--- src/hdl/sd_spi_init_and_partial_read_assert.svh ---
// assertion macros for the sd spi sequencer
// expects clk_i and rst_ni in the scope of the module that uses them
`ifndef SD_SPI_INIT_AND_PARTIAL_READ_ASSERT_SVH
`define SD_SPI_INIT_AND_PARTIAL_READ_ASSERT_SVH

// same-cycle implication, idle while in reset
`define SDSPI_ASSERT_NOW(lbl, ante, cons, msg) \
  lbl: assert property (@(posedge clk_i) disable iff (!rst_ni) (ante) |-> (cons)) \
    else $error(msg);

// next-cycle implication, idle while in reset
`define SDSPI_ASSERT_NEXT(lbl, ante, cons, msg) \
  lbl: assert property (@(posedge clk_i) disable iff (!rst_ni) (ante) |=> (cons)) \
    else $error(msg);

`endif

--- src/hdl/sdspi_pkg.sv ---
// shared types, constants and helpers of the sd spi sequencer
// used by sdspi_step and sd_spi_init_and_partial_read; no dependencies
package sdspi_pkg;

  // sequence lengths in card bytes
  localparam logic [9:0] POWER_CLOCKS   = 10'd10;
  localparam logic [9:0] RELEASE_CLOCKS = 10'd10;
  localparam logic [9:0] CMD_LEN        = 10'd8;
  localparam logic [9:0] CRC_LEN        = 10'd2;
  localparam logic [9:0] SECTOR_BYTES   = 10'd512;
  localparam int unsigned SECTOR_SHIFT  = 9;

  // byte values on the wire
  localparam logic [7:0] BYTE_IDLE   = 8'hFF;
  localparam logic [7:0] BYTE_TOKEN  = 8'hFE;
  localparam logic [7:0] BYTE_CMDPFX = 8'h40;
  localparam logic [7:0] BYTE_CRC    = 8'h95;
  localparam logic [7:0] R1_IDLE     = 8'h01;
  localparam logic [7:0] R1_READY    = 8'h00;

  // command indexes
  localparam logic [5:0] CMD_GO_IDLE   = 6'd0;
  localparam logic [5:0] CMD_SEND_OP   = 6'd1;
  localparam logic [5:0] CMD_READ_SNGL = 6'd17;

  // configuration
  localparam int unsigned CFG_IDX_W = 1;
  localparam int unsigned CFG_W     = 16;
  localparam logic [CFG_IDX_W-1:0] CFG_TOKEN_TIMEOUT = 1'b0;
  localparam logic [CFG_IDX_W-1:0] CFG_INIT_RETRY    = 1'b1;
  localparam logic [CFG_W-1:0]     CFG_RESET_VALUE   = 16'hFFFE;

  // output queue depth
  localparam int unsigned OQ_DEPTH = 4;
  localparam int unsigned OQ_AW    = 2;

  typedef enum logic [1:0] {
    FUNC_INIT = 2'd0,
    FUNC_READ = 2'd1,
    FUNC_BYTE = 2'd2
  } func_e;

  typedef enum logic [1:0] {
    KIND_XFER = 2'd0,
    KIND_DATA = 2'd1,
    KIND_DONE = 2'd2
  } kind_e;

  typedef enum logic [1:0] {
    ST_OK     = 2'd0,
    ST_NODISK = 2'd1,
    ST_NOINIT = 2'd2,
    ST_ERROR  = 2'd3
  } status_e;

  typedef enum logic [3:0] {
    PH_IDLE      = 4'd0,
    PH_POWER     = 4'd1,
    PH_CMD       = 4'd2,
    PH_WAIT_R1   = 4'd3,
    PH_INIT_POLL = 4'd4,
    PH_TOKEN     = 4'd5,
    PH_DATA      = 4'd6,
    PH_CRC       = 4'd7,
    PH_RELEASE   = 4'd8
  } phase_e;

  typedef struct packed {
    phase_e      phase;
    logic [9:0]  byte_index;
    logic [15:0] poll_counter;
    logic [31:0] block_address;
    logic [8:0]  window_start;
    logic [9:0]  window_length;
    logic [5:0]  command_code;
    status_e     pending_status;
  } state_t;

  typedef struct packed {
    kind_e      kind;
    logic [7:0] tx_byte;
    logic       select_active;
    logic [7:0] data_byte;
    status_e    status;
    logic       last;
  } res_t;

  // transfer request result
  function automatic res_t mk_xfer(logic [7:0] tx, logic sel);
    res_t r;
    r               = '0;
    r.kind          = KIND_XFER;
    r.tx_byte       = tx;
    r.select_active = sel;
    r.last          = 1'b1;
    return r;
  endfunction

  // delivered sector byte, never the last result of its item
  function automatic res_t mk_data(logic [7:0] d);
    res_t r;
    r           = '0;
    r.kind      = KIND_DATA;
    r.data_byte = d;
    return r;
  endfunction

  // end of operation
  function automatic res_t mk_done(status_e st);
    res_t r;
    r        = '0;
    r.kind   = KIND_DONE;
    r.status = st;
    r.last   = 1'b1;
    return r;
  endfunction

  // command frame byte at position idx
  function automatic logic [7:0] cmd_byte(logic [2:0] idx, logic [5:0] code,
                                          logic [31:0] addr);
    logic [7:0] b;
    unique case (idx)
      3'd1:    b = BYTE_CMDPFX | {2'b00, code};
      3'd2:    b = addr[31:24];
      3'd3:    b = addr[23:16];
      3'd4:    b = addr[15:8];
      3'd5:    b = addr[7:0];
      3'd6:    b = BYTE_CRC;
      default: b = BYTE_IDLE;
    endcase
    return b;
  endfunction

endpackage

--- src/hdl/sd_spi_init_and_partial_read.sv ---
// Sd card host sequencer in spi mode: card init and partial read of one 512-byte block.
// Every input item is handled in the cycle it is accepted: the step logic updates the
// sequencer registers and writes its one or two results into a four-entry output queue,
// which drains one result per cycle while the consumer is ready. An item is taken whenever
// at least two queue slots are free, so with a consumer that is always ready one item enters
// every cycle; while a block is clocked in, items inside the delivery window give two results
// each and are taken only as the single output port of the queue frees slots.
// Depends on sdspi_pkg, sdspi_step and sd_spi_init_and_partial_read_assert.svh.
`include "sd_spi_init_and_partial_read_assert.svh"

module sd_spi_init_and_partial_read
  import sdspi_pkg::*;
(
  input  logic                 clk_i,
  input  logic                 rst_ni,
  // configuration writes
  input  logic                 cfg_we_i,
  input  logic [CFG_IDX_W-1:0] cfg_index_i,
  input  logic [CFG_W-1:0]     cfg_data_i,
  // input items
  input  logic                 s_axis_tvalid,
  output logic                 s_axis_tready,
  input  logic [63:0]          s_axis_tdata,  // sector, offset, byte_count, rx_byte, zero pad
  input  logic [1:0]           s_axis_tuser,  // func
  // result items
  output logic                 m_axis_tvalid,
  input  logic                 m_axis_tready,
  output logic [23:0]          m_axis_tdata,  // tx_byte, select_active, data_byte, status, pad
  output logic [1:0]           m_axis_tuser,  // kind
  output logic                 m_axis_tlast   // last
);

  state_t               state_q, state_d;
  logic [15:0]          token_timeout_q;
  logic [15:0]          init_retry_limit_q;
  res_t                 res0, res1;
  logic [1:0]           res_count;
  logic                 s_accept;
  logic                 m_accept;
  res_t                 oq_q [OQ_DEPTH];
  logic [OQ_AW-1:0]     wptr_q, rptr_q;
  logic [OQ_AW:0]       cnt_q, cnt_d;
  logic [1:0]           push_n;
  res_t                 head;

  assign s_accept = s_axis_tvalid && s_axis_tready;
  assign m_accept = m_axis_tvalid && m_axis_tready;

  // configuration registers
  always_ff @(posedge clk_i or negedge rst_ni) begin
    if (!rst_ni) begin
      token_timeout_q    <= CFG_RESET_VALUE;
      init_retry_limit_q <= CFG_RESET_VALUE;
    end else if (cfg_we_i) begin
      unique case (cfg_index_i)
        CFG_TOKEN_TIMEOUT: token_timeout_q    <= cfg_data_i;
        CFG_INIT_RETRY:    init_retry_limit_q <= cfg_data_i;
        default: ;
      endcase
    end
  end

  // step logic
  sdspi_step u_step (
    .func_i             (func_e'(s_axis_tuser)),
    .sector_i           (s_axis_tdata[31:0]),
    .offset_i           (s_axis_tdata[40:32]),
    .byte_count_i       (s_axis_tdata[50:41]),
    .rx_byte_i          (s_axis_tdata[58:51]),
    .state_i            (state_q),
    .token_timeout_i    (token_timeout_q),
    .init_retry_limit_i (init_retry_limit_q),
    .state_o            (state_d),
    .res0_o             (res0),
    .res1_o             (res1),
    .res_count_o        (res_count)
  );

  // sequencer state
  always_ff @(posedge clk_i or negedge rst_ni) begin
    if (!rst_ni) begin
      state_q <= '{phase: PH_IDLE, pending_status: ST_OK, default: '0};
    end else if (s_accept) begin
      state_q <= state_d;
    end
  end

  // output queue control
  assign push_n        = s_accept ? res_count : 2'd0;
  assign cnt_d         = cnt_q + {1'b0, push_n} - {{OQ_AW{1'b0}}, m_accept};
  assign s_axis_tready = cnt_q <= (OQ_AW+1)'(OQ_DEPTH - 2);

  always_ff @(posedge clk_i or negedge rst_ni) begin
    if (!rst_ni) begin
      wptr_q <= '0;
      rptr_q <= '0;
      cnt_q  <= '0;
    end else begin
      wptr_q <= wptr_q + push_n[OQ_AW-1:0];
      rptr_q <= rptr_q + {{(OQ_AW-1){1'b0}}, m_accept};
      cnt_q  <= cnt_d;
    end
  end

  // output queue storage
  always_ff @(posedge clk_i) begin
    if (push_n != 2'd0) oq_q[wptr_q] <= res0;
    if (push_n == 2'd2) oq_q[wptr_q + {{(OQ_AW-1){1'b0}}, 1'b1}] <= res1;
  end

  // result port
  assign head          = oq_q[rptr_q];
  assign m_axis_tvalid = cnt_q != '0;
  assign m_axis_tuser  = head.kind;
  assign m_axis_tlast  = head.last;
  assign m_axis_tdata  = {5'b00000, head.status, head.data_byte, head.select_active,
                          head.tx_byte};

  // checks
  `SDSPI_ASSERT_NOW(a_oq_bound, 1'b1, cnt_q <= (OQ_AW+1)'(OQ_DEPTH), "output queue overfilled")
  `SDSPI_ASSERT_NOW(a_accept_room, s_accept, cnt_q <= (OQ_AW+1)'(OQ_DEPTH - 2), "item taken without room for its results")
  `SDSPI_ASSERT_NOW(a_idle_index, state_q.phase == PH_IDLE, state_q.byte_index == '0, "byte index left set in idle")
  `SDSPI_ASSERT_NOW(a_data_index, state_q.phase == PH_DATA, state_q.byte_index < SECTOR_BYTES, "data index past block end")
  `SDSPI_ASSERT_NEXT(a_no_phantom, !s_accept, cnt_q <= $past(cnt_q), "queue grew without an accepted item")

endmodule

--- src/hdl/sdspi_step.sv ---
// one sequencer step: next state and up to two results for one accepted item
// depends on sdspi_pkg
module sdspi_step
  import sdspi_pkg::*;
(
  input  func_e       func_i,
  input  logic [31:0] sector_i,
  input  logic [8:0]  offset_i,
  input  logic [9:0]  byte_count_i,
  input  logic [7:0]  rx_byte_i,
  input  state_t      state_i,
  input  logic [15:0] token_timeout_i,
  input  logic [15:0] init_retry_limit_i,
  output state_t      state_o,
  output res_t        res0_o,
  output res_t        res1_o,
  output logic [1:0]  res_count_o
);

  logic [9:0]  idx_inc;
  logic [15:0] poll_inc;
  logic [15:0] eff_timeout;
  logic        is_idle;
  logic        active;
  logic        power_more;
  logic        cmd_more;
  logic        crc_more;
  logic        rel_more;
  logic        in_window;
  logic        poll_expired;
  logic [10:0] window_end;

  // shared decode
  assign idx_inc      = state_i.byte_index + 10'd1;
  assign poll_inc     = state_i.poll_counter + 16'd1;
  assign eff_timeout  = (token_timeout_i == 16'd0) ? 16'd1 : token_timeout_i;
  assign poll_expired = poll_inc >= eff_timeout;
  assign is_idle      = state_i.phase == PH_IDLE;
  assign active       = ((func_i == FUNC_INIT || func_i == FUNC_READ) && is_idle) ||
                        (func_i == FUNC_BYTE && !is_idle);
  assign power_more   = idx_inc < POWER_CLOCKS;
  assign cmd_more     = idx_inc < CMD_LEN;
  assign crc_more     = idx_inc < CRC_LEN;
  assign rel_more     = idx_inc < RELEASE_CLOCKS;
  assign window_end   = {2'b00, state_i.window_start} + {1'b0, state_i.window_length};
  assign in_window    = (state_i.byte_index >= {1'b0, state_i.window_start}) &&
                        ({1'b0, state_i.byte_index} < window_end);

  // start a command frame
  function automatic state_t go_cmd(state_t s, logic [5:0] code);
    state_t n;
    n              = s;
    n.phase        = PH_CMD;
    n.byte_index   = '0;
    n.command_code = code;
    return n;
  endfunction

  // start the release clocks
  function automatic state_t go_release(state_t s, status_e st);
    state_t n;
    n                = s;
    n.phase          = PH_RELEASE;
    n.byte_index     = '0;
    n.pending_status = st;
    return n;
  endfunction

  // next state
  always_comb begin
    state_o = state_i;
    unique case (func_i)
      FUNC_INIT: begin
        if (is_idle) begin
          state_o.block_address = '0;
          state_o.phase         = PH_POWER;
          state_o.byte_index    = '0;
        end
      end
      FUNC_READ: begin
        if (is_idle) begin
          state_o.block_address = {sector_i[31-SECTOR_SHIFT:0], {SECTOR_SHIFT{1'b0}}};
          state_o.window_start  = offset_i;
          state_o.window_length = byte_count_i;
          state_o               = go_cmd(state_o, CMD_READ_SNGL);
        end
      end
      FUNC_BYTE: begin
        unique case (state_i.phase)
          PH_POWER: begin
            state_o.byte_index = idx_inc;
            if (!power_more) state_o = go_cmd(state_i, CMD_GO_IDLE);
          end
          PH_CMD: begin
            state_o.byte_index = idx_inc;
            if (!cmd_more) begin
              priority if (state_i.command_code == CMD_GO_IDLE) begin
                state_o.phase        = PH_WAIT_R1;
                state_o.poll_counter = '0;
              end else if (state_i.command_code == CMD_SEND_OP) begin
                state_o.phase = PH_INIT_POLL;
              end else begin
                state_o.phase        = PH_TOKEN;
                state_o.poll_counter = '0;
              end
            end
          end
          PH_WAIT_R1: begin
            if (rx_byte_i != BYTE_IDLE) begin
              if (rx_byte_i != R1_IDLE) begin
                state_o = go_release(state_i, ST_NODISK);
              end else begin
                state_o.phase        = PH_INIT_POLL;
                state_o.poll_counter = '0;
              end
            end else begin
              state_o.poll_counter = poll_inc;
              if (poll_expired) state_o = go_release(state_o, ST_NODISK);
            end
          end
          PH_INIT_POLL: begin
            priority if (rx_byte_i == R1_READY) begin
              state_o = go_release(state_i, ST_OK);
            end else if (state_i.poll_counter >= init_retry_limit_i) begin
              state_o = go_release(state_i, ST_NOINIT);
            end else begin
              state_o.poll_counter = poll_inc;
              state_o              = go_cmd(state_o, CMD_SEND_OP);
            end
          end
          PH_TOKEN: begin
            if (rx_byte_i == BYTE_TOKEN) begin
              state_o.phase      = PH_DATA;
              state_o.byte_index = '0;
            end else begin
              state_o.poll_counter = poll_inc;
              if (poll_expired) state_o = go_release(state_o, ST_ERROR);
            end
          end
          PH_DATA: begin
            state_o.byte_index = idx_inc;
            if (idx_inc >= SECTOR_BYTES) begin
              state_o.phase      = PH_CRC;
              state_o.byte_index = '0;
            end
          end
          PH_CRC: begin
            state_o.byte_index = idx_inc;
            if (!crc_more) state_o = go_release(state_i, ST_OK);
          end
          PH_RELEASE: begin
            state_o.byte_index = idx_inc;
            if (!rel_more) begin
              state_o.phase      = PH_IDLE;
              state_o.byte_index = '0;
            end
          end
          default: ;
        endcase
      end
      default: ;
    endcase
  end

  // results
  always_comb begin
    res0_o      = '0;
    res1_o      = '0;
    res_count_o = 2'd0;
    if (active) begin
      res_count_o = 2'd1;
      priority if (func_i == FUNC_INIT) begin
        res0_o = mk_xfer(BYTE_IDLE, 1'b0);
      end else if (func_i == FUNC_READ) begin
        res0_o = mk_xfer(BYTE_IDLE, 1'b1);
      end else if (state_i.phase == PH_RELEASE && !rel_more) begin
        res0_o = mk_done(state_i.pending_status);
      end else if (state_i.phase == PH_POWER && power_more) begin
        res0_o = mk_xfer(BYTE_IDLE, 1'b0);
      end else if (state_i.phase == PH_CMD && cmd_more) begin
        res0_o = mk_xfer(cmd_byte(idx_inc[2:0], state_i.command_code,
                                  state_i.block_address), 1'b1);
      end else if (state_i.phase == PH_DATA && in_window) begin
        res0_o      = mk_data(rx_byte_i);
        res1_o      = mk_xfer(BYTE_IDLE, 1'b1);
        res_count_o = 2'd2;
      end else begin
        res0_o = mk_xfer(BYTE_IDLE, 1'b1);
      end
    end
  end

endmodule
--- config.mk ---
export PLATFORM = sky130hd
export DESIGN_NAME = sd_spi_init_and_partial_read
export DESIGN_NICKNAME = d
export VERILOG_FILES = /design/src/hdl/sdspi_pkg.sv /design/src/hdl/sd_spi_init_and_partial_read.sv /design/src/hdl/sdspi_step.sv
export VERILOG_INCLUDE_DIRS = /design/src /design/src/hdl
export SDC_FILE = /design/constraint.sdc
export NUM_CORES = 1
export LEC_CHECK = 0
export BUFFER_PORTS_ARGS = -buffer_cell sky130_fd_sc_hd__buf_2
export CORE_ASPECT_RATIO = 2
export CORE_MARGIN = 3
export CORE_UTILIZATION = 60
export DETAILED_ROUTE_END_ITERATION = 7
export GPL_TIMING_DRIVEN = 0
export PLACE_DENSITY = 0.81
export SETUP_SLACK_MARGIN = 0.15
export SKIP_LAST_GASP = 1
export SYNTH_ARGS = -nofsm -noshare
export SYNTH_HDL_FRONTEND = slang
export SYNTH_SLANG_ARGS = --single-unit
--- constraint.sdc ---
create_clock -name clk_i -period 7.2 [get_ports clk_i]
set_input_delay 0.36 -clock clk_i [delete_from_list [all_inputs] [get_ports clk_i]]
set_output_delay 0.36 -clock clk_i [all_outputs]
set_load 0.01 [all_outputs]
==> flow_metrics.tcl, run 1 <==
set metrics [dict create \
    status "complete, no violations" \
    skew_ps 8.29 \
    antenna_found_initial 0 \
    min_period_ps 5640 \
    synth-seq-area-share_pct 42.5 \
    postSynthAreaPerCell_um2 9.55 \
    grt_max_degree 60 \
    clock.fmax_mhz 177 \
    routed_wirelength_um 31500 \
    clk_latency_ps 500 \
    synth-main-ff-cell "dfrtp_1" \
    drt_pass1_iterations 6 \
    dpl.hpwl_um 25000 \
    synth_compound_area_share_pct 16.4 \
    n_antenna_cell 0 \
    synth_top_cell_by_area "dfrtp_1" \
    relSlewSlack_pct 19.6 \
    critPathMaxFanout 10 \
    crit_type "reg -> reg" \
    synth_mux_area_share_pct 7.65 \
    leakagePower_nw 5.98 \
    hold_slack_ps 85.8 \
    crit_path_end_kind "flip-flop" \
    area_growth_pct 12.6 \
    yosysWarningCount 0 \
    ioPinCount 117 \
    cts_max_path_buffers 3 \
    route.detailed.drc 0 \
    synth_area_leaders "dfrtp_1 18%, edfxtp_1 10%, dfxtp_1 8.0%, ha_1 7.8%, nand2_1 6.8%" \
    reg2reg_from "state_q[9]$_DFFE_PN0P_" \
    clkSinkCount 203 \
    async_flop_share_pct 56.7 \
    synth-seq-cells 203 \
    cts_tree "done" \
    yosys.cell_types.count 78 \
    synth_top_family_by_area "simple AND/OR/NAND/NOR gates" \
    drt_iter0_drc 492 \
    fin_crit_sh_pct 78.3 \
    cp_data_arrival_time_ps 5790 \
    finalHoldViolations 0 \
    cp-startpoint "state_q[9]$_DFFE_PN0P_" \
    core_um2 19500 \
    drv_slew 0 \
    via_per_inst 6.08 \
    die_h_um 206 \
    start_util_pct 61.4 \
    synthAdderAreaFrac_pct 8.09 \
    h-tree-depth 1 \
    cts.clk_slew.worst_paths_ps 60 \
    postSynthCellCount 1251 \
    die_x_um 106 \
    p_per_area_nw_per_um2 284 \
    ant_nets 0 \
    numCtsBuffers 19 \
    peakVddDrop_mv 0.231 \
    worstHoldStart "cfg_data_i[7]" \
    rsz0062_at_grt "false" \
    start_kind "flip-flop" \
    r2r_slack_ps 1560 \
    track_usage_pct 29.3 \
    core.rowCount 72 \
    synth-simple-area-share_pct 18.6 \
    fin_tns_setup_ps 0 \
    fin_area_um2 13400 \
    clock-root-buffer "clkbuf_16" \
    port_buffers 97 \
    globalplace.congestion 1.00 \
    grt_pass1_wl_um 50700 \
    required_ps 7350 \
    vias 10020 \
    dieArea_um2 21700 \
    synth-xor-area-share_pct 2.05 \
    nets 1539 \
    synth_edf_count 40 \
    first_global_vias 10247 \
    grt_overflow 0 \
    drive_gt1_share_pct 18.0 \
    setup_viol 0 \
    worstMarginPinSlew_ps 1180 \
    max_cap_viol_count 0 \
    hold_class "in -> reg" \
    netlist_area_um2 11900 \
    wl_per_cell_um 19.1 \
    synth_top_area_share_pct 17.8 \
    place_area_um2 12800 \
    post_cts_buffers 0 \
    n_fill_cell 1565 \
]
cells in the final DEF (no fill, tap or decap), types with 6 or more instances in the layout:
cell type / netlist / routed
nand4_1: 11 / 11
o21a_1: 12 / 12
nand2b_1: 41 / 41
buf_2: 6 / 102
xnor2_1: 15 / 15
a31oi_1: 8 / 8
nor2_1: 46 / 46
a21oi_1: 54 / 54
a22o_1: 25 / 25
nor3_1: 15 / 15
nor2b_1: 8 / 8
buf_4: 6 / 6
o2bb2ai_1: 15 / 15
and2_1: 8 / 8
a21o_1: 8 / 8
dfrtp_1: 85 / 85
edfxtp_1: 40 / 40
inv_1: 67 / 67
clkbuf_1: 44 / 44
or3_1: 9 / 9
dfxtp_1: 48 / 48
nand2_1: 216 / 216
o31ai_1: 9 / 9
nand3_1: 61 / 61
mux2_2: 28 / 28
nor4_1: 11 / 11
and3_1: 9 / 9
a211oi_1: 7 / 7
o2111ai_1: 7 / 7
clkbuf_16: 0 / 21
o21ai_0: 93 / 93
mux2i_1: 8 / 8
xor2_1: 13 / 13
ha_1: 74 / 74
dfstp_2: 30 / 30
mux4_2: 22 / 22
critical path, stage by stage (launching register included):
cell,delay (ps)
dfrtp_1,430
ha_1,320
a21o_1,160
a21oi_1,220
o21bai_1,90
a21oi_1,230
o21ai_0,200
a21o_1,220
a21oi_1,170
xor2_1,200
ha_1,270
nand3_1,90
nor3_1,60
a221oi_1,400
a21oi_1,250
or4_1,550
buf_2,200
nor3_2,640
nor2_1,200
inv_1,370
cells in the mapped netlist, types with 5 or more instances:
master,number
a22o_1,25
o2111ai_1,7
a211oi_1,7
nor4_1,11
nand4_1,11
o21a_1,12
inv_1,67
ha_1,74
o221ai_1,5
clkbuf_1,44
and3_1,9
dfrtp_1,85
buf_4,6
o21ai_0,93
dfxtp_1,48
a31oi_1,8
nand3_1,61
nor2_1,46
and2_1,8
nand2_1,216
edfxtp_1,40
mux2_2,28
mux2i_1,8
mux4_2,22
buf_2,6
dfstp_2,30
or4_1,5
o31ai_1,9
nor3_1,15
buf_1,5
xnor2_1,15
or3_1,9
o2bb2ai_1,15
a21o_1,8
nand2b_1,41
a21oi_1,54
nor2b_1,8
xor2_1,13
o211ai_1,5
power by group:
| part | switching, mW | internal (mW) |
|---|---|---|
| Clock | 0.447 | 0.568 |
| Combinational | 0.788 | 0.499 |
| Sequential | 0.161 | 1.36 |
| Total | 1.40 | 2.43 |
cell type report:
type | count | area, µm² | share of cell area [%]
Multi-Input combinational cell | 920 | 6320 | 47.0
Sequential cell | 203 | 5080 | 37.8
Clock buffer | 25 | 572 | 4.25
Timing Repair Buffer | 99 | 529 | 3.94
Tap cell | 259 | 324 | 2.41
Buffer | 65 | 304 | 2.26
Inverter | 67 | 251 | 1.87
Clock inverter | 9 | 63.8 | 0.475
layer usage:
layer	GRT usage (%)	vias up	share of wire (%)
li1	-	4757	-
met2	58.8	306	57
met5	0	-	0
met1	27.5	4836	32
met4	16.9	0	6.4
met3	3.64	121	4.2
final timing paths:
path                                                   to  cells past startpoint
hold reg to reg                   state_q[53]$_DFFE_PN0P_                      2
setup reg to reg                    oq_q[0][18]$_DFFE_PP_                     19
max in group asynchronous         state_q[84]$_DFFE_PN0P_                      3
hold / removal             token_timeout_q[7]$_DFFE_PN1P_                      3
setup / recovery                    oq_q[0][18]$_DFFE_PP_                     19
min in group asynchronous  token_timeout_q[0]$_DFFE_PN0P_                      2
per-stage QoR:
step	worst slack, ps	cells	total power, mW	utilization, %
2_1_floorplan	2560	1255	2.42	-
3_3_place_gp	1670	1611	2.77	65.6
3_5_place_dp	1590	1612	2.82	65.8
4_1_cts	1560	1647	3.83	69.1
5_1_grt	1170	1647	4.05	69.1
6_report	1560	1647	3.82	69.1
registers in the layout, indices dropped and copies added, names as in the netlist:
name                flops
oq_q                   88
state_q                76
init_retry_limit_q     16
token_timeout_q        16
cnt_q                   3
rptr_q                  2
wptr_q                  2
what timing repair did:
item	4_1_cts	5_1_grt
endpoints found under the hold margin	26	0
setup endpoints to repair	0	0
hold buffers	1	0
resized for setup	0	0
logic make-up (layout without fill, tap and decap cells):
group	Yosys count	count (layout)
muxes	59	59
other	1	5
buffers and inverters	132	265
AOI/OAI and AO/OA	290	290
xor gates and xnor gates	28	28
and+or+nand+nor	462	462
adders and majority gates	76	76
DFF	203	203
No activity file was read; power rests on OpenSTA's default activity.
==> run 2, diff against run 1 <==
==> constraint.sdc (replaced) <==
create_clock -name clk_i -period 5.54 [get_ports clk_i]
set_input_delay 0.277 -clock clk_i [delete_from_list [all_inputs] [get_ports clk_i]]
set_output_delay 0.277 -clock clk_i [all_outputs]
set_load 0.01 [all_outputs]
==> run 2 against run 1 <==
Against the previous run: wire length up 1.1%; final cell count rose by 0.49%; via count is essentially flat; total power rose by 30%; setup slack got worse by 1100 ps; clock power up 31%; critical path type unchanged.
==> flow_metrics.tcl, run 2 (synthesized netlist as in run 1, its figures left out) <==
set metrics [dict create \
    nets 1547 \
    reg2regPathDepth 18 \
    clock-root-buffer "clkbuf_16" \
    hold_class "in -> reg" \
    max_cap_viol_count 0 \
    clk_latency_ps 500 \
    numCtsBuffers 19 \
    r2r_end "oq_q[2][5]$_SDFFE_PP0N_" \
    place_area_um2 12800 \
    top_register "oq_q" \
    mostFrequentLayoutCells "216 x nand2_1, 102 x buf_2, 93 x o21ai_0" \
    n_antenna_cell 0 \
    cp-startpoint "state_q[9]$_DFFE_PN0P_" \
    antenna_found_initial 0 \
    r2r_slack_ps 490 \
    grt_max_degree 60 \
    multi_input_area_um2 6340 \
    clkSinkCount 203 \
    largest_register_ffs 88 \
    drt_pass1_iterations 6 \
    seqCellArea_um2 5080 \
    area_growth_pct 13.4 \
    skew_ps 8.66 \
    reg2reg_from "state_q[9]$_DFFE_PN0P_" \
    worstMarginPinSlew_ps 1130 \
    cts_max_path_buffers 3 \
    port_buffers 97 \
    post-route-util_pct 69.6 \
    status "complete, no violations" \
    core_um2 19500 \
    grt_pass1_wl_um 51100 \
    wl_per_cell_um 19.2 \
    relSlewSlack_pct 22.8 \
    routed_wirelength_um 31800 \
    n_fill_cell 1542 \
    vias 10025 \
    fin_crit_sh_pct 91.2 \
    dpl.hpwl_um 25000 \
    globalplace.congestion 1.00 \
    track_usage_pct 29.5 \
    crit_type "reg -> reg" \
    rsz0062_at_grt "false" \
    dp_cells 1612 \
    finalHoldViolations 0 \
    via_per_inst 6.06 \
    crit_path_end_kind "flip-flop" \
    final.setup.worst_slack_ps 487 \
    core.rowCount 72 \
    cts.clk_slew.worst_paths_ps 70 \
    ant_nets 0 \
    die_x_um 106 \
    dieArea_um2 21700 \
    place_ws_ps -67.2 \
    clock.fmax_mhz 198 \
    grt_overflow 0 \
    peakVddDrop_mv 0.382 \
    ioPinCount 117 \
    cp_data_arrival_time_ps 5490 \
    start_kind "flip-flop" \
    required_ps 5980 \
    drt_iter0_drc 469 \
    stdcell_count 1655 \
    die_h_um 206 \
    start_util_pct 61.4 \
    drive_gt1_share_pct 18.4 \
    critPathMaxFanout 9 \
    crit_end "oq_q[2][5]$_SDFFE_PP0N_" \
    leakagePower_nw 5.98 \
    holdPathStages 3 \
    min_period_ps 5050 \
    mostFrequentLayoutCell "nand2_1" \
    drv_slew 0 \
    setup_viol 0 \
    cts_tree "done" \
    fin_area_um2 13500 \
    p_per_area_nw_per_um2 368 \
    reg_top3 "oq_q (88), state_q (76)" \
    first_global_vias 10285 \
    route.detailed.drc 0 \
    h-tree-depth 1 \
    fin_tns_setup_ps 0 \
]
## run 2: cell type report
type / instances / share of cell area [%]
multi-input cells: 920 / 46.8
flip-flops and latches: 203 / 37.5
repair buffers: 107 / 4.46
clock buffers: 25 / 4.22
well taps: 259 / 2.39
plain buffers: 65 / 2.24
inverters: 67 / 1.94
clock inverters: 9 / 0.471
## run 2: worst min-delay path by stage
stage                                        from                             end
after global routing                cfg_data_i[3]  token_timeout_q[3]$_DFFE_PN1P_
after floorplan                            rst_ni              cnt_q[0]$_DFF_PN0_
after CTS                         s_axis_tdata[2]         state_q[38]$_DFFE_PN0P_
after global placement    oq_q[1][2]$_SDFFE_PP0P_         oq_q[1][2]$_SDFFE_PP0P_
after detailed placement                   rst_ni  token_timeout_q[0]$_DFFE_PN0P_
final                             s_axis_tdata[2]         state_q[38]$_DFFE_PN0P_
## run 2: stage by stage
stage | total power, mW | hold WS (ps)
floorplan | 3.14 | -18.6
global placement | 3.60 | 441
detailed placement | 3.67 | 278
CTS | 4.99 | 3.11
global route | 5.28 | 16.6
finish | 4.99 | 12.3
## run 2: routing by layer
metal	wire length [µm]	vias up	GRT usage, %
met5	0	-	0
met3	1350	124	3.80
met1	10200	4829	27.7
li1	-	4764	-
met2	18100	308	58.8
met4	2190	0	17.9
## run 2: timing repair
item / in CTS / in global routing
setup buffers: 1 / 1
hold endpoints to repair: 32 / 0
pin swaps: 1 / 1
hold buffers: 7 / 0
endpoints found under the setup margin: 10 / 49
gates resized for setup: 1 / 5
## run 2: power by group
| group | leakage, nW | internal [mW] | switching, mW |
|---|---|---|---|
| clock | 0.316 | 0.738 | 0.583 |
| combinational | 3.52 | 0.654 | 1.03 |
| sequential | 2.15 | 1.77 | 0.210 |
## run 2: worst max-delay path, cell delays in order (launching register included)
cell and delay, ps:
dfrtp_1 430, ha_1 320, a21o_1 160, a21oi_1 220, o21bai_1 90, a21oi_1 230
o21ai_0 200, a21o_1 220, a21oi_1 170, xor2_1 200, ha_1 280, nand3_1 90
nor3_1 70, a221oi_2 300, a21oi_1 220, or4_1 550, buf_2 210, nor2_1 780
a22o_1 240
==> run 3, diff against run 2 <==
--- a/config.mk
+++ b/config.mk
@@ -12,7 +12,7 @@
 export CORE_UTILIZATION = 60
 export DETAILED_ROUTE_END_ITERATION = 7
 export GPL_TIMING_DRIVEN = 0
-export PLACE_DENSITY = 0.81
+export PLACE_DENSITY = 0.91
 export SETUP_SLACK_MARGIN = 0.15
 export SKIP_LAST_GASP = 1
 export SYNTH_ARGS = -nofsm -noshare
==> run 3 against run 2 <==
Against the previous run: combinational power hardly changed; maximum frequency is 1.0% higher; critical path depth is 2 higher; final cell count is 0.36% lower; critical path type unchanged.
==> flow_metrics.tcl, run 3 (synthesized netlist as in run 1, its figures left out) <==
set metrics [dict create \
    status "complete, no violations" \
    route.detailed.drc 0 \
    reg_top3 "oq_q (88), state_q (76)" \
    rsz0062_at_grt "false" \
    grt_pass1_wl_um 51900 \
    dp_cells 1612 \
    start_util_pct 61.4 \
    cp_data_arrival_time_ps 5380 \
    cts_max_path_buffers 3 \
    intPower_mw 3.26 \
    die_h_um 206 \
    n_antenna_cell 0 \
    fin_tns_setup_ps 0 \
    crit_end "cnt_q[2]$_DFF_PN0_" \
    multi_input_area_um2 6340 \
    drt_iter0_drc 587 \
    routed_wirelength_um 32700 \
    clock-root-buffer "clkbuf_16" \
    clk_latency_ps 500 \
    setup_viol 0 \
    ioPinCount 117 \
    vias 10282 \
    crit_type "reg -> reg" \
    max_cap_viol_count 0 \
    clock.fmax_mhz 200 \
    grt_max_degree 75 \
    hold_class "in -> reg" \
    cts.clk_slew.worst_paths_ps 70 \
    critPathMaxFanout 9 \
    r2r_slack_ps 540 \
    globalplace.congestion 0.968 \
    grt_overflow 0 \
    relSlewSlack_pct 17.9 \
    n_fill_cell 1520 \
    numCtsBuffers 19 \
    fin_area_um2 13500 \
    hold_slack_ps 8.51 \
    place_area_um2 12800 \
    swShare_pct 36.0 \
    port_buffers 97 \
    peakVddDrop_mv 0.302 \
    via_per_inst 6.24 \
    min_period_ps 5000 \
    seqCellArea_um2 5080 \
    h-tree-depth 1 \
    r2r_end "cnt_q[2]$_DFF_PN0_" \
    finalHoldViolations 0 \
    drv_slew 0 \
    skew_ps 13.6 \
    p_comb_share_pct 33.1 \
    required_ps 5920 \
    reg2reg_from "state_q[9]$_DFFE_PN0P_" \
    cp-startpoint "state_q[9]$_DFFE_PN0P_" \
    p_switching_mw 1.83 \
    core_um2 19500 \
    wl_per_cell_um 19.8 \
    mostFrequentLayoutCell "nand2_1" \
    power_frac_clock_pct 27.9 \
    largest_register_ffs 88 \
    stdcell_count 1649 \
    first_global_vias 10609 \
    antenna_found_initial 0 \
    p_per_area_nw_per_um2 377 \
    nets 1542 \
    drt_pass1_iterations 7 \
    dieArea_um2 21700 \
    dpl.hpwl_um 25300 \
    p_seq_share_pct 39.0 \
    clkSinkCount 203 \
    crit_path_end_kind "flip-flop" \
    fin_crit_sh_pct 90.3 \
    worstMarginPinSlew_ps 1200 \
    core.rowCount 72 \
    die_x_um 106 \
    leakagePower_nw 5.99 \
    area_growth_pct 13.2 \
    start_kind "flip-flop" \
    reg2regPathDepth 20 \
    cts_tree "done" \
    ant_nets 0 \
    track_usage_pct 30.2 \
    mostFrequentLayoutCells "216 x nand2_1, 102 x buf_2, 93 x o21ai_0" \
    top_register "oq_q" \
    drive_gt1_share_pct 18.3 \
]
-- run 3: worst min-delay path by stage --
| stage | from | to | slack, ps | depth (start not counted) |
|---|---|---|---|---|
| floorplan | rst_ni | cnt_q[0]$_DFF_PN0_ | -20 | 0 |
| global placement | oq_q[3][2]$_SDFFE_PP0N_ | oq_q[3][2]$_SDFFE_PP0N_ | 440 | 1 |
| detailed placement | rst_ni | state_q[36]$_DFFE_PN0P_ | 210 | 1 |
| CTS | cfg_data_i[6] | token_timeout_q[6]$_DFFE_PN1P_ | 6 | 3 |
| global route | s_axis_tdata[5] | state_q[41]$_DFFE_PN0P_ | 10 | 3 |
| finish | s_axis_tdata[5] | state_q[41]$_DFFE_PN0P_ | 9 | 3 |
-- run 3: per-layer routing --
metal / GRT usage [%] / wire [µm] / up-vias
li1: - / - / 4755
met1: 27.5 / 10200 / 4957
met2: 57.9 / 18100 / 402
met3: 3.96 / 1490 / 168
met4: 24.3 / 2860 / 0
met5: 0 / 0 / -
-- run 3: worst max-delay path, cell delays in order, from the launching register on --
cell and delay (ps):
dfrtp_1 420, ha_1 310, a21o_1 160, a21oi_1 210
o21bai_1 100, a21oi_1 210, o21ai_0 190, a21o_1 210
a21oi_1 170, xor2_1 220, ha_1 290, nand3_1 90
nor3_1 70, a221oi_2 320, a21oi_1 240, or4_1 550
buf_2 220, ha_1 300, inv_1 50, fa_1 430
xnor2_1 140
-- run 3: timing repair --
| item | in CTS | in global routing |
|---|---|---|
| gates cloned | 0 | 0 |
| hold endpoints to repair | 28 | 0 |
| gates resized for setup | 2 | 3 |
| hold buffers | 1 | 0 |
| pin swaps | 0 | 3 |
| buffers inserted | 0 | 3 |
| setup endpoints to repair | 10 | 48 |
-- run 3: cell type report --
cell class                      instances  share of cell area (%)
Buffer                                 65                    2.25
Clock buffer                           23                    3.94
Clock inverter                         10                   0.999
Inverter                               67                    1.92
Multi-Input combinational cell        920                    46.9
Sequential cell                       203                    37.5
Tap cell                              259                    2.40
Timing Repair Buffer                  102                    4.08
-- run 3: per-stage QoR --
stage	worst slack (ps)	total power, mW	utilization (%)
global route	236	5.37	69.5
finish	538	5.09	69.5
detailed placement	-35.8	3.66	65.8
CTS	270	5.07	69.3
floorplan	904	3.14	-
global placement	104	3.58	65.6
-- run 3: power groups by stage --
stage	registers, mW	logic (mW)	clock network [mW]
floorplan	1.92	1.22	0
global placement	1.99	1.58	0
detailed placement	2.00	1.65	0
CTS	1.98	1.67	1.42
global route	2.01	1.88	1.49
finish	1.99	1.69	1.42
